<file path="src/rtl/prime_counter_trial_division_defines.svh">
// ----------------------------------------------------------------------------
// Prime counter assertion macros
// Assertion helpers for the trial-division prime counter.
// ----------------------------------------------------------------------------
`ifndef PRIME_COUNTER_TRIAL_DIVISION_DEFINES_SVH
`define PRIME_COUNTER_TRIAL_DIVISION_DEFINES_SVH

`ifndef SYNTHESIS
// same-cycle implication
`define PCTD_ASSERT_IMPL(lbl, ante, cons, msg) \
    lbl: assert property (@(posedge aclk) disable iff (!aresetn) (ante) |-> (cons)) \
        else $error(msg);
// next-cycle implication
`define PCTD_ASSERT_NEXT(lbl, ante, cons, msg) \
    lbl: assert property (@(posedge aclk) disable iff (!aresetn) (ante) |=> (cons)) \
        else $error(msg);
`else
`define PCTD_ASSERT_IMPL(lbl, ante, cons, msg)
`define PCTD_ASSERT_NEXT(lbl, ante, cons, msg)
`endif

`endif

</file>
<file path="src/rtl/pctd_pkg.sv">
// ----------------------------------------------------------------------------
// pctd_pkg
// Types and constants shared by the prime counter controller and datapath.
// ----------------------------------------------------------------------------
`timescale 1ns / 1ps

package pctd_pkg;

    localparam int unsigned VALUE_W = 32;
    localparam int unsigned COUNT_W = 16;
    localparam int unsigned DIV_W   = 16;
    localparam int unsigned MAG_W   = VALUE_W - 1;

    localparam logic [COUNT_W-1:0] COUNT_MAX = '1;
    localparam logic [DIV_W-1:0]   DIV_FIRST = 16'd2;
    localparam logic [VALUE_W-1:0] SQ_FIRST  = 32'd4;

    // controller states, one-hot
    typedef enum logic [3:0] {
        ST_IDLE   = 4'b0001,
        ST_CHECK  = 4'b0010,
        ST_DIV    = 4'b0100,
        ST_FINISH = 4'b1000
    } state_t;

    // controller to datapath
    typedef struct packed {
        logic load;       // capture input item, reset divisor
        logic div_start;  // start remainder of value by divisor
        logic step;       // advance divisor and its square
        logic res_en;     // record primality verdict
        logic res_prime;
        logic out_load;   // move result into output register
    } cmd_t;

    // datapath to controller
    typedef struct packed {
        logic low_val;    // value is negative, zero or one
        logic sq_gt;      // divisor squared exceeds value
        logic rem_done;
        logic rem_zero;
        logic out_full;
    } sts_t;

endpackage

</file>
<file path="src/rtl/pctd_rem.sv">
// ----------------------------------------------------------------------------
// pctd_rem
// Bit-serial restoring remainder unit: one dividend bit per cycle.
// ----------------------------------------------------------------------------
`timescale 1ns / 1ps

module pctd_rem
    import pctd_pkg::*;
(
    input  logic             aclk,
    input  logic             aresetn,
    input  logic             start,
    input  logic [MAG_W-1:0] dividend,
    input  logic [DIV_W-1:0] divisor,
    output logic             done,
    output logic             rem_zero
);

    localparam int unsigned CNT_W = $clog2(MAG_W);

    logic             busy_reg, busy_next;
    logic             done_reg, done_next;
    logic [CNT_W-1:0] cnt_reg, cnt_next;
    logic [MAG_W-1:0] sh_reg, sh_next;
    logic [DIV_W-1:0] rem_reg, rem_next;
    logic [DIV_W:0]   trial;

    // shift in next dividend bit and subtract when it fits
    always_comb begin
        trial     = {rem_reg, sh_reg[MAG_W-1]};
        busy_next = busy_reg;
        done_next = 1'b0;
        cnt_next  = cnt_reg;
        sh_next   = sh_reg;
        rem_next  = rem_reg;
        if (start) begin
            busy_next = 1'b1;
            cnt_next  = CNT_W'(MAG_W - 1);
            sh_next   = dividend;
            rem_next  = '0;
        end else if (busy_reg) begin
            if (trial >= {1'b0, divisor}) begin
                rem_next = DIV_W'(trial - {1'b0, divisor});
            end else begin
                rem_next = trial[DIV_W-1:0];
            end
            sh_next = {sh_reg[MAG_W-2:0], 1'b0};
            cnt_next = cnt_reg - 1'b1;
            if (cnt_reg == '0) begin
                busy_next = 1'b0;
                done_next = 1'b1;
            end
        end
    end

    // control registers
    always_ff @(posedge aclk) begin
        if (!aresetn) begin
            busy_reg <= 1'b0;
            done_reg <= 1'b0;
        end else begin
            busy_reg <= busy_next;
            done_reg <= done_next;
        end
    end

    // payload registers
    always_ff @(posedge aclk) begin
        cnt_reg <= cnt_next;
        sh_reg  <= sh_next;
        rem_reg <= rem_next;
    end

    assign done     = done_reg;
    assign rem_zero = (rem_reg == '0);

endmodule

</file>
<file path="src/rtl/pctd_dp.sv">
// ----------------------------------------------------------------------------
// pctd_dp
// Datapath: item registers, divisor and square, running count, output stage.
// ----------------------------------------------------------------------------
`timescale 1ns / 1ps

`include "prime_counter_trial_division_defines.svh"

module pctd_dp
    import pctd_pkg::*;
(
    input  logic               aclk,
    input  logic               aresetn,
    input  cmd_t               cmd,
    output sts_t               sts,
    input  logic [VALUE_W-1:0] s_value,
    input  logic               s_last,
    output logic               m_valid,
    input  logic               m_ready,
    output logic               m_is_prime,
    output logic [COUNT_W-1:0] m_prime_count,
    output logic               m_set_done
);

    logic [VALUE_W-1:0] value_reg;
    logic               last_reg;
    logic [DIV_W-1:0]   div_reg;
    logic [VALUE_W-1:0] sq_reg;
    logic               prime_reg;
    logic [COUNT_W-1:0] count_reg, count_next;
    logic [COUNT_W-1:0] count_upd;
    logic               m_valid_reg, m_valid_next;
    logic               m_is_prime_reg;
    logic [COUNT_W-1:0] m_prime_count_reg;
    logic               m_set_done_reg;
    logic               rem_done;
    logic               rem_zero;

    // remainder of value by current divisor
    pctd_rem u_rem (
        .aclk     (aclk),
        .aresetn  (aresetn),
        .start    (cmd.div_start),
        .dividend (value_reg[MAG_W-1:0]),
        .divisor  (div_reg),
        .done     (rem_done),
        .rem_zero (rem_zero)
    );

    // reset divisor on load; advance divisor, square grows by 2d+1
    always_ff @(posedge aclk) begin
        if (!aresetn) begin
            div_reg <= DIV_FIRST;
            sq_reg  <= SQ_FIRST;
        end else if (cmd.load) begin
            div_reg <= DIV_FIRST;
            sq_reg  <= SQ_FIRST;
        end else if (cmd.step) begin
            div_reg <= div_reg + 1'b1;
            sq_reg  <= sq_reg + VALUE_W'({div_reg, 1'b1});
        end
    end

    always_ff @(posedge aclk) begin
        if (cmd.load) begin
            value_reg <= s_value;
            last_reg  <= s_last;
        end
        if (cmd.res_en) begin
            prime_reg <= cmd.res_prime;
        end
    end

    // update saturating count, clear after last item
    always_comb begin
        count_upd    = count_reg;
        count_next   = count_reg;
        m_valid_next = m_valid_reg;
        if (prime_reg && count_reg != COUNT_MAX) begin
            count_upd = count_reg + 1'b1;
        end
        if (m_valid_reg && m_ready) begin
            m_valid_next = 1'b0;
        end
        if (cmd.out_load) begin
            m_valid_next = 1'b1;
            count_next   = last_reg ? '0 : count_upd;
        end
    end

    always_ff @(posedge aclk) begin
        if (!aresetn) begin
            count_reg   <= '0;
            m_valid_reg <= 1'b0;
        end else begin
            count_reg   <= count_next;
            m_valid_reg <= m_valid_next;
        end
    end

    // output register
    always_ff @(posedge aclk) begin
        if (cmd.out_load) begin
            m_is_prime_reg    <= prime_reg;
            m_prime_count_reg <= count_upd;
            m_set_done_reg    <= last_reg;
        end
    end

    assign sts.low_val  = value_reg[VALUE_W-1] || (value_reg[MAG_W-1:0] <= MAG_W'(1));
    assign sts.sq_gt    = sq_reg > value_reg;
    assign sts.rem_done = rem_done;
    assign sts.rem_zero = rem_zero;
    assign sts.out_full = m_valid_reg;

    assign m_valid       = m_valid_reg;
    assign m_is_prime    = m_is_prime_reg;
    assign m_prime_count = m_prime_count_reg;
    assign m_set_done    = m_set_done_reg;

    `PCTD_ASSERT_IMPL(a_no_overwrite, cmd.out_load, !m_valid_reg, "result overwritten")
    `PCTD_ASSERT_IMPL(a_div_in_range, rem_done, sq_reg <= value_reg, "divisor past square root")
    `PCTD_ASSERT_NEXT(a_cnt_up, cmd.out_load && !last_reg, count_reg >= $past(count_reg), "count fell")

endmodule

</file>
<file path="src/rtl/pctd_ctrl.sv">
// ----------------------------------------------------------------------------
// pctd_ctrl
// Controller: sequences bound check, trial divisions and result hand-off.
// ----------------------------------------------------------------------------
`timescale 1ns / 1ps

module pctd_ctrl
    import pctd_pkg::*;
(
    input  logic aclk,
    input  logic aresetn,
    input  logic s_valid,
    output logic s_ready,
    input  sts_t sts,
    output cmd_t cmd
);

    state_t state_reg, state_next;

    // next state and commands
    always_comb begin
        state_next = state_reg;
        cmd        = '0;
        s_ready    = 1'b0;
        case (state_reg)
            ST_IDLE: begin
                s_ready = 1'b1;
                if (s_valid) begin
                    cmd.load   = 1'b1;
                    state_next = ST_CHECK;
                end
            end
            ST_CHECK: begin
                if (sts.low_val) begin
                    cmd.res_en    = 1'b1;
                    cmd.res_prime = 1'b0;
                    state_next    = ST_FINISH;
                end else if (sts.sq_gt) begin
                    cmd.res_en    = 1'b1;
                    cmd.res_prime = 1'b1;
                    state_next    = ST_FINISH;
                end else begin
                    cmd.div_start = 1'b1;
                    state_next    = ST_DIV;
                end
            end
            ST_DIV: begin
                if (sts.rem_done) begin
                    if (sts.rem_zero) begin
                        cmd.res_en    = 1'b1;
                        cmd.res_prime = 1'b0;
                        state_next    = ST_FINISH;
                    end else begin
                        cmd.step   = 1'b1;
                        state_next = ST_CHECK;
                    end
                end
            end
            ST_FINISH: begin
                if (!sts.out_full) begin
                    cmd.out_load = 1'b1;
                    state_next   = ST_IDLE;
                end
            end
            default: begin
                state_next = ST_IDLE;
            end
        endcase
    end

    always_ff @(posedge aclk) begin
        if (!aresetn) begin
            state_reg <= ST_IDLE;
        end else begin
            state_reg <= state_next;
        end
    end

endmodule

</file>
<file path="src/rtl/prime_counter_trial_division.sv">
// ----------------------------------------------------------------------------
// prime_counter_trial_division
// Trial-division primality test with a per-set saturating prime count.
// ----------------------------------------------------------------------------
// Channel  Dir  Ports                                        Transfer
// s_       in   s_value[31:0] s_last                         s_valid & s_ready
// m_       out  m_is_prime m_prime_count[15:0] m_set_done    m_valid & m_ready
//
// Flow: one item at a time. Values below two or negative go from the bound
// check straight to the result; otherwise each trial divisor d passes through
// the bit-serial remainder unit (a check-and-start state, 31 dividend bits,
// a result state), for d = 2 .. floor(sqrt(v)) until a remainder is zero.
// Reset: synchronous, active low; clears the running count and output valid.
// Stalls: a result waits in the output register while the next item is taken
// and tested; it blocks only the hand-off of the following result.
// ----------------------------------------------------------------------------
`timescale 1ns / 1ps

module prime_counter_trial_division
    import pctd_pkg::*;
(
    input  logic               aclk,
    input  logic               aresetn,
    input  logic               s_valid,
    output logic               s_ready,
    input  logic [VALUE_W-1:0] s_value,
    input  logic               s_last,
    output logic               m_valid,
    input  logic               m_ready,
    output logic               m_is_prime,
    output logic [COUNT_W-1:0] m_prime_count,
    output logic               m_set_done
);

    cmd_t cmd;
    sts_t sts;

    // sequencing
    pctd_ctrl u_ctrl (
        .aclk    (aclk),
        .aresetn (aresetn),
        .s_valid (s_valid),
        .s_ready (s_ready),
        .sts     (sts),
        .cmd     (cmd)
    );

    // arithmetic and storage
    pctd_dp u_dp (
        .aclk          (aclk),
        .aresetn       (aresetn),
        .cmd           (cmd),
        .sts           (sts),
        .s_value       (s_value),
        .s_last        (s_last),
        .m_valid       (m_valid),
        .m_ready       (m_ready),
        .m_is_prime    (m_is_prime),
        .m_prime_count (m_prime_count),
        .m_set_done    (m_set_done)
    );

endmodule
</file>
<file path="config.mk">
export PLATFORM = sky130hd
export DESIGN_NAME = prime_counter_trial_division
export DESIGN_NICKNAME = d
export VERILOG_FILES = /design/src/rtl/pctd_pkg.sv /design/src/rtl/pctd_rem.sv /design/src/rtl/pctd_dp.sv /design/src/rtl/pctd_ctrl.sv /design/src/rtl/prime_counter_trial_division.sv
export VERILOG_INCLUDE_DIRS = /design/src /design/src/rtl
export SDC_FILE = /design/constraint.sdc
export NUM_CORES = 1
export LEC_CHECK = 0
export ABC_AREA = 1
export BUFFER_PORTS_ARGS = -buffer_cell sky130_fd_sc_hd__buf_2
export CAP_MARGIN = 20
export CORE_MARGIN = 3
export CORE_UTILIZATION = 45
export CTS_CLUSTER_SIZE = 24
export DETAILED_ROUTE_END_ITERATION = 12
export GPL_TIMING_DRIVEN = 0
export SYNTH_ARGS = -nofsm -noshare
export SYNTH_HDL_FRONTEND = slang
export SYNTH_HIERARCHICAL = 1
export SYNTH_SLANG_ARGS = --single-unit
</file>
<file path="constraint.sdc">
create_clock -name aclk -period 6.3 [get_ports aclk]
set_input_delay 1.26 -clock aclk [delete_from_list [all_inputs] [get_ports aclk]]
set_output_delay 1.26 -clock aclk [all_outputs]
set_load 0.02 [all_outputs]
</file>
==> impl_summary.txt, run 1 <==
----------------------------------------------------
[Setup path]
  Combined buffer and inverter count along the critical path ... 8
  Reg2Reg Depth ... 17
  Worst setup slack for register-to-register paths ... ~2200 ps
  Terminus of the critical flop-to-flop path ... u_dp/u_rem/sh_reg[28]
  Cell repeated most along the worst path ... inv_1
  Crit path arrival time ... about 4200 ps
  Worst Path Required ... roughly 6500 ps
  Worst reg2reg startpoint ... u_dp/value_reg[30]
  CP startpoint ... u_dp/value_reg[30]
  Cell family with the largest share of critical-path delay ... buffers and inverters
  Kind of critical path ... reg2reg
  Cells along the critical path ... inv_1, ha_1, nand2_1, inv_1, nand3_1, nor3_1, nand4_1, inv_1, nand2_1, a21oi_1, inv_1, nand2_2, inv_1, clkbuf_1, nor2_2, clkinv_1, buf_12
  Crit. End Element ... register
  Standard cell with the maximum stage delay on the critical path ... clkinv_1
  Largest fanout on the critical path ... 26
  Largest stage delay, worst path ... 580 ps
  Kind of launch point of the worst setup path ... register

[Yosys]
  Top cells by area in the synthesized netlist ... edfxtp_1 23%, dfxtp_1 17%, nand2_1 15%
  Area share of the largest cell type after synthesis ... between 20% and 30%
  Number of synthesized flops with an enable pin ... 83
  Post-synth top area cell ... edfxtp_1
  Number of cells produced by synthesis ... approximately 1500
  Fraction of the yosys area taken by sequential cells ... between 30% and 40%
  Register bit count reported by yosys ... about 180
  Net count after synthesis ... 1622
  Netlist cell types ... between 40 and 50
  Mean post-synth cell area ... slightly above 7 sq um
  Ys async rst share ... 0%
  Main flop type after synthesis ... dfxtp_1
  Number of synthesis warnings ... 6
  Netlist area before placement ... roughly 11000 sq um

[Global route]
  Global-route wire length before repair ... around 45 mm
  Number of global-route vias before repair ... slightly below 9000
  GRT overflow ... 0
  Maximum number of pins on one net before global-route repair ... 27
  GRT Total Usage ... between 20% and 30%
  Number of antenna violations at the first check in global routing ... 0

[CTS]
  Clock tree from TritonCTS ... built
  CTS Hold Bufs ... 0
  Gates resized, CTS repair ... 0
  Maximum count of clock buffers along a single path ... 2
  H-Tree Level Count ... 4
  Root buffer cell ... clkbuf_16
  CTS clk-pin slew, worst paths ... roughly 90 ps
  Post-CTS repair timing setup buffer count ... 0
  Clock Sink Count ... ~180
  Worst-skew pair later-pin latency ... between 400 and 500 ps
  Number of clock buffers inserted by TritonCTS ... 17

[Routing]
  Vias ... 9687
  Detailed router's first-iteration violation count ... around 530
  DRT antenna net count ... 0
  Number of design rule violations left after detail routing ... 0
  Routed vias/inst ... 5.03
  Routed len/inst ... 14.2 um
  Total wire length ... ~27 mm
  Iteration count of the initial detailed-routing pass ... 5

[Die]
  I/O pins ... between 50 and 60
  Die width ... 162 um
  Core area ... approximately 24000 sq um
  Die area ... 26400 sq um
  Cell Rows ... between 50 and 60
  Starting Density ... a little under half
  Die Height ... roughly 160 um

[Min path]
  Hold Crit Endpoint ... u_dp/m_set_done
  Number of cells on the worst hold path ... 0
  Startpoint of the most critical hold path ... u_dp/last_reg
  Class of the tightest hold or removal check ... reg2reg

[STA]
  Max-slew violations ... 0
  Setup TNS ... 0 ps
  Unrepaired setup endpoints after global routing ... no
  Worst-margin pin slew ... between 600 and 700 ps
  Max Clock Freq ... 0.247 GHz
  Worst slew margin ... a little under three fifths
  Number of endpoints failing setup at the final stage ... 0
  Final Hold Viols ... 0
  Smallest setup slack after layout ... 2250 ps
  Portion of the clock cycle consumed by the worst path in the final layout ... approximately 64%
  Post-route minimum period ... around 4000 ps
  Setup skew after layout ... between 20 and 25 ps

[Placement]
  Detailed placement HPWL ... roughly 21 mm
  Area after DPL ... 11800 sq um
  DP Worst Slack ... ~2300 ps
  PortBufs ... 56
  Final weighted congestion in routability-driven placement ... between 0.9 and 1

[Pwr]
  Int Power ... approximately 2.4 mW
  Power density over the cells ... around 320 nW/um^2
  Fraction of power spent switching nets ... between 30 and 40%
  Largest vdd supply drop ... around 0.00015 V
  Leakage power figure ... approximately 5.7 nW
  Clock share of power ... ~28%
  Part of the power in registers ... between 30 and 40%
  Combinational power share ... between 30% and 40%
  NetSw ... around 1.5 mW

[Final layout]
  Fraction of final layout cells with drive strength greater than 1 ... 11.1%
  Post-route cell area ... 12400 sq um
  Total Nets Final ... 1700
  Core occupancy in the finished layout ... ~52%
  Filler instances ... 2337
  Area growth, synth to finish ... 12.4%
  Number of antenna diodes ... 0

[Status]
  Outcome ... finished, final reports clean

[Flow run]
  Total of max-cap violations ... 0

----------------------------------------------------
[worst register-to-register path: cells and delay by family, from the launching register on]
family                     cells  cell delay, ps
buffers and inverters          8            1590
and+or+nand+nor                7            1180
AOI/OAI and AO/OA              1             310
adders and majority gates      1             270
DFF                            1             430
[area by class of cell]
cell class | instances | area (sq um) | share of cell area (%)
flip-flops and latches | 175 | 4330 | 35.0
clock buffers | 17 | 425 | 3.44
clock inverters | 15 | 191 | 1.55
plain buffers | 30 | 169 | 1.36
inverters | 243 | 915 | 7.39
repair buffers | 59 | 343 | 2.77
multi-input cells | 1068 | 5600 | 45.3
well taps | 319 | 399 | 3.22
[per-layer routing]
| metal | vias to the layer above | GRT usage (%) | routed length, um |
|---|---|---|---|
| li1 | 5033 | - | - |
| met1 | 4357 | 28.0 | 12600 |
| met2 | 248 | 35.7 | 12800 |
| met3 | 49 | 2.87 | 1180 |
| met4 | 0 | 7.44 | 731 |
| met5 | - | 0 | 0 |
[cell usage after synthesis, types with 7 or more instances]
master and number:
inv_1 233, nor2_1 128, xor2_1 10, nor2_2 9
edfxtp_1 83, nand3_2 16, nand2_2 24, o21ai_0 31
nand4_1 32, nor3_1 22, ha_1 67, dfxtp_1 92
clkbuf_1 16, nand2_1 448, a21oi_1 84, nand3_1 126
o211ai_1 7, xnor2_1 12
[through the flow]
stage                     instances  hold slack, ps  total power, mW
final                          1926             469             3.94
after global routing           1926             481             4.23
after CTS                      1926             469             3.96
after detailed placement       1894             449             2.86
after global placement         1891             448             2.83
after floorplan                1516             427             2.51
[worst max path at each step]
stage / to / slack [ps] / cells after the start
floorplan: u_dp/sq_reg[15] / 2570 / 8
global placement: u_dp/sq_reg[16] / 1090 / 9
detailed placement: u_dp/u_rem/sh_reg[18] / 2270 / 17
CTS: u_dp/u_rem/sh_reg[28] / 2210 / 17
global route: u_dp/u_rem/sh_reg[28] / 1890 / 17
finish: u_dp/u_rem/sh_reg[28] / 2250 / 17
[cell usage in the layout (no fill, tap or decap), drive strengths merged]
cell / count
nand2: 475
inv: 248
nand3: 142
nor2: 141
dfxtp: 92
a21oi: 85
edfxtp: 83
buf: 73
ha: 67
o21ai: 34
clkbuf: 33
nand4: 32
nor3: 27
xnor2: 12
xor2: 10
clkinv: 10
o211ai: 7
and2: 7
nor4: 6
or2: 5
o21bai: 4
nand3b: 3
nor3b: 3
fa: 2
a21boi: 1
o21a: 1
a21o: 1
a31oi: 1
a22oi: 1
and3: 1
[kinds of logic after synthesis]
kind of cell	count (synthesis)	synth area share, %
and+or+nand+nor	842	34.5
buffers and inverters	273	9.84
DFF	175	39.4
AOI/OAI and AO/OA	135	6.56
adders and majority gates	69	7.98
xor gates and xnor gates	22	1.75
[power by group through the flow]
stage,clock [mW],combinational (mW),sequential [mW]
6_report,1.09,1.45,1.39
5_1_grt,1.17,1.64,1.41
4_1_cts,1.12,1.45,1.39
3_5_place_dp,0,1.44,1.42
3_3_place_gp,0,1.41,1.42
2_1_floorplan,0,1.12,1.39
Power figures use the tool's default switching activity.
==> run 2: changes to the inputs <==
clock period = 4.2 ns   (was 6.3 ns; I/O delays follow)
==> impl_summary.txt, run 2 (same netlist as run 1, synthesis figures left out) <==
----------------------------------------------------
[STA]
  Max Clock Freq ... 0.270 GHz (+9.3%)
  Unrepaired setup endpoints after global routing ... no
  Smallest setup slack after layout ... 494 ps (-1750 ps)
  Worst slew margin ... 55.0% (-0.64 points)
  Max-slew violations ... 0 (unchanged)
  Setup skew after layout ... 19.3 ps (-3.62 ps)
  Final Hold Viols ... 0 (unchanged)
  Final hold slack ... 468 ps (-0.360 ps)
  Portion of the clock cycle consumed by the worst path in the final layout ... 88.2% (+24 points)
  Post-route minimum period ... 3710 ps (-345 ps)
  Number of endpoints failing setup at the final stage ... 0 (unchanged)
  Worst-margin pin slew ... 668 ps (+9.45 ps)

[Routing]
  Iteration count of the initial detailed-routing pass ... 5 (unchanged)
  Routed vias/inst ... 5.03 (about the same)
  Number of design rule violations left after detail routing ... 0 (unchanged)
  Routed len/inst ... 14.3 um (+0.31%)
  Detailed router's first-iteration violation count ... 515 (-3.0%)
  DRT antenna net count ... 0 (unchanged)
  Total wire length ... 27.4 mm (+0.31%)
  Vias ... 9686 (-0.010%)

[Final layout]
  Area growth, synth to finish ... 12.5% (about the same)
  Filler instances ... 2338 (+0.043%)
  Total Nets Final ... 1700 (unchanged)
  FF/Latch Area ... 4330 sq um (unchanged)
  Area taken by multi-input logic gates ... 5610 sq um (about the same)
  Number of antenna diodes ... 0 (unchanged)
  Non-filler cells in the finished layout ... 1926 (unchanged)
  Core occupancy in the finished layout ... 52.2% (about the same)
  Most common library cell in the layout ignoring fill and taps ... nand2_1
  Most frequent cells in the layout ... 448 x nand2_1, 233 x inv_1, 126 x nor2_1, 126 x nand3_1, 92 x dfxtp_1
  Fraction of final layout cells with drive strength greater than 1 ... 11.1% (+0.062 points)

[Setup path]
  Kind of critical path ... reg2reg
  Cell repeated most along the worst path ... inv_1
  Kind of launch point of the worst setup path ... register
  Worst Path Required ... 4390 ps (-2100 ps)
  Worst setup slack for register-to-register paths ... 490 ps (-1750 ps)
  Cells along the critical path ... inv_1, ha_1, nand2_1, inv_1, nand3_1, nor3_1, nand4_1, inv_1, nand2_1, a21oi_1, inv_1, nand2_2, inv_1, clkbuf_1, nor2_4, clkinvlp_4, buf_12
  Largest stage delay, worst path ... 430 ps (-150 ps)
  Crit. End Element ... register
  Standard cell with the maximum stage delay on the critical path ... edfxtp_1
  Crit path arrival time ... 3900 ps (-340 ps)
  Largest fanout on the critical path ... 26 (unchanged)

[Placement]
  PortBufs ... 56 (unchanged)
  DP Worst Slack ... 171 ps (-2100 ps)
  Final weighted congestion in routability-driven placement ... 0.903 (unchanged)
  DP Cell Count ... 1894 (unchanged)
  Detailed placement HPWL ... 21.4 mm (unchanged)

[Die]
  Die width ... 162 um (unchanged)
  I/O pins ... 57 (unchanged)
  Starting Density ... 46.4% (unchanged)
  Core area ... 23800 sq um (unchanged)
  Die area ... 26400 sq um (unchanged)
  Die Height ... 162 um (unchanged)
  Cell Rows ... 56 (unchanged)

[Status]
  Outcome ... finished, final reports clean

[CTS]
  CTS Hold Bufs ... 0 (unchanged)
  Clock tree from TritonCTS ... built
  Number of clock buffers inserted by TritonCTS ... 17 (unchanged)
  Root buffer cell ... clkbuf_16
  CTS clk-pin slew, worst paths ... 90 ps (about the same)
  Clock Sink Count ... 175 (unchanged)
  Post-CTS repair timing setup buffer count ... 0 (unchanged)
  Worst-skew pair later-pin latency ... 440 ps (about the same)
  H-Tree Level Count ... 4 (unchanged)
  Maximum count of clock buffers along a single path ... 2 (unchanged)

[Global route]
  Number of antenna violations at the first check in global routing ... 0 (unchanged)
  Global-route wire length before repair ... 44.8 mm (unchanged)
  GRT overflow ... 0 (unchanged)
  GRT Total Usage ... 21.2% (unchanged)
  Number of global-route vias before repair ... 8938 (unchanged)
  Maximum number of pins on one net before global-route repair ... 27 (unchanged)

[Pwr]
  Power density over the cells ... 477 nW/um^2 (+50%)
  Leakage power figure ... 5.73 nW (about the same)
  Total design power ... 5.91 mW (+50%)
  Largest vdd supply drop ... 0.000222 V (+51%)

[Min path]
  Class of the tightest hold or removal check ... reg2reg

[Flow run]
  Total of max-cap violations ... 0 (unchanged)

----------------------------------------------------
==> run 2: cell count changes in the layout (fill, tap and decap cells not counted) <==
cell        change
nor2_2          -1
clkinvlp_4      +1
nor2_4          +1
clkinv_1        -1
==> run 2: power breakdown <==
group          leakage, nW  switching, mW  internal (mW)  total [mW]
Combinational         3.91           1.39          0.795        2.19
Sequential            1.52          0.121           1.97        2.09
Clock                0.299          0.817          0.820        1.64
Total                 5.73           2.33           3.58        5.91
==> run 2: final timing paths <==
kind,start,endpoint,cells past startpoint
min reg2reg,u_dp/last_reg,u_dp/m_set_done,0
max reg2reg,u_dp/value_reg[30],u_dp/u_rem/sh_reg[28],17
max,u_dp/value_reg[30],u_dp/u_rem/sh_reg[28],17
min,u_dp/last_reg,u_dp/m_set_done,0
==> run 2: cell type report <==
cell class                      count  area share, %
Timing Repair Buffer               59           2.77
Multi-Input combinational cell   1068           45.3
Clock inverter                     15           1.55
Inverter                          243           7.41
Sequential cell                   175           35.0
Tap cell                          319           3.22
Clock buffer                       17           3.43
Buffer                             30           1.36
==> run 2: through the flow <==
| step | cell area, sq um | TNS [ps] |
|---|---|---|
| after floorplan | 11000 | 0 |
| after global placement | 11700 | -32020 |
| after detailed placement | 11800 | 0 |
| after CTS | 12400 | 0 |
| after global routing | 12400 | 0 |
| final | 12400 | 0 |
==> run 2: layer usage <==
layer  vias up  track usage [%]  part of all wire, %
met5         -                0                    0
met4         0             7.44                  2.7
met3        48             2.87                  4.1
met2       236             35.7                   47
met1      4365             28.0                   46
li1       5037                -                    -
==> run 2: timing repair <==
| item | CTS | global route |
|---|---|---|
| resized for setup | 0 | 2 |
| setup endpoints to repair | 0 | 37 |
| hold endpoints to repair | 0 | 0 |
==> run 2: critical path, delay by kind of cell, from the launching register on <==
kind | cells | cell delay (ps)
buffers and inverters | 8 | 1350
and+or+nand+nor | 7 | 1060
AOI/OAI and AO/OA | 1 | 310
DFF | 1 | 430
adders and majority gates | 1 | 270
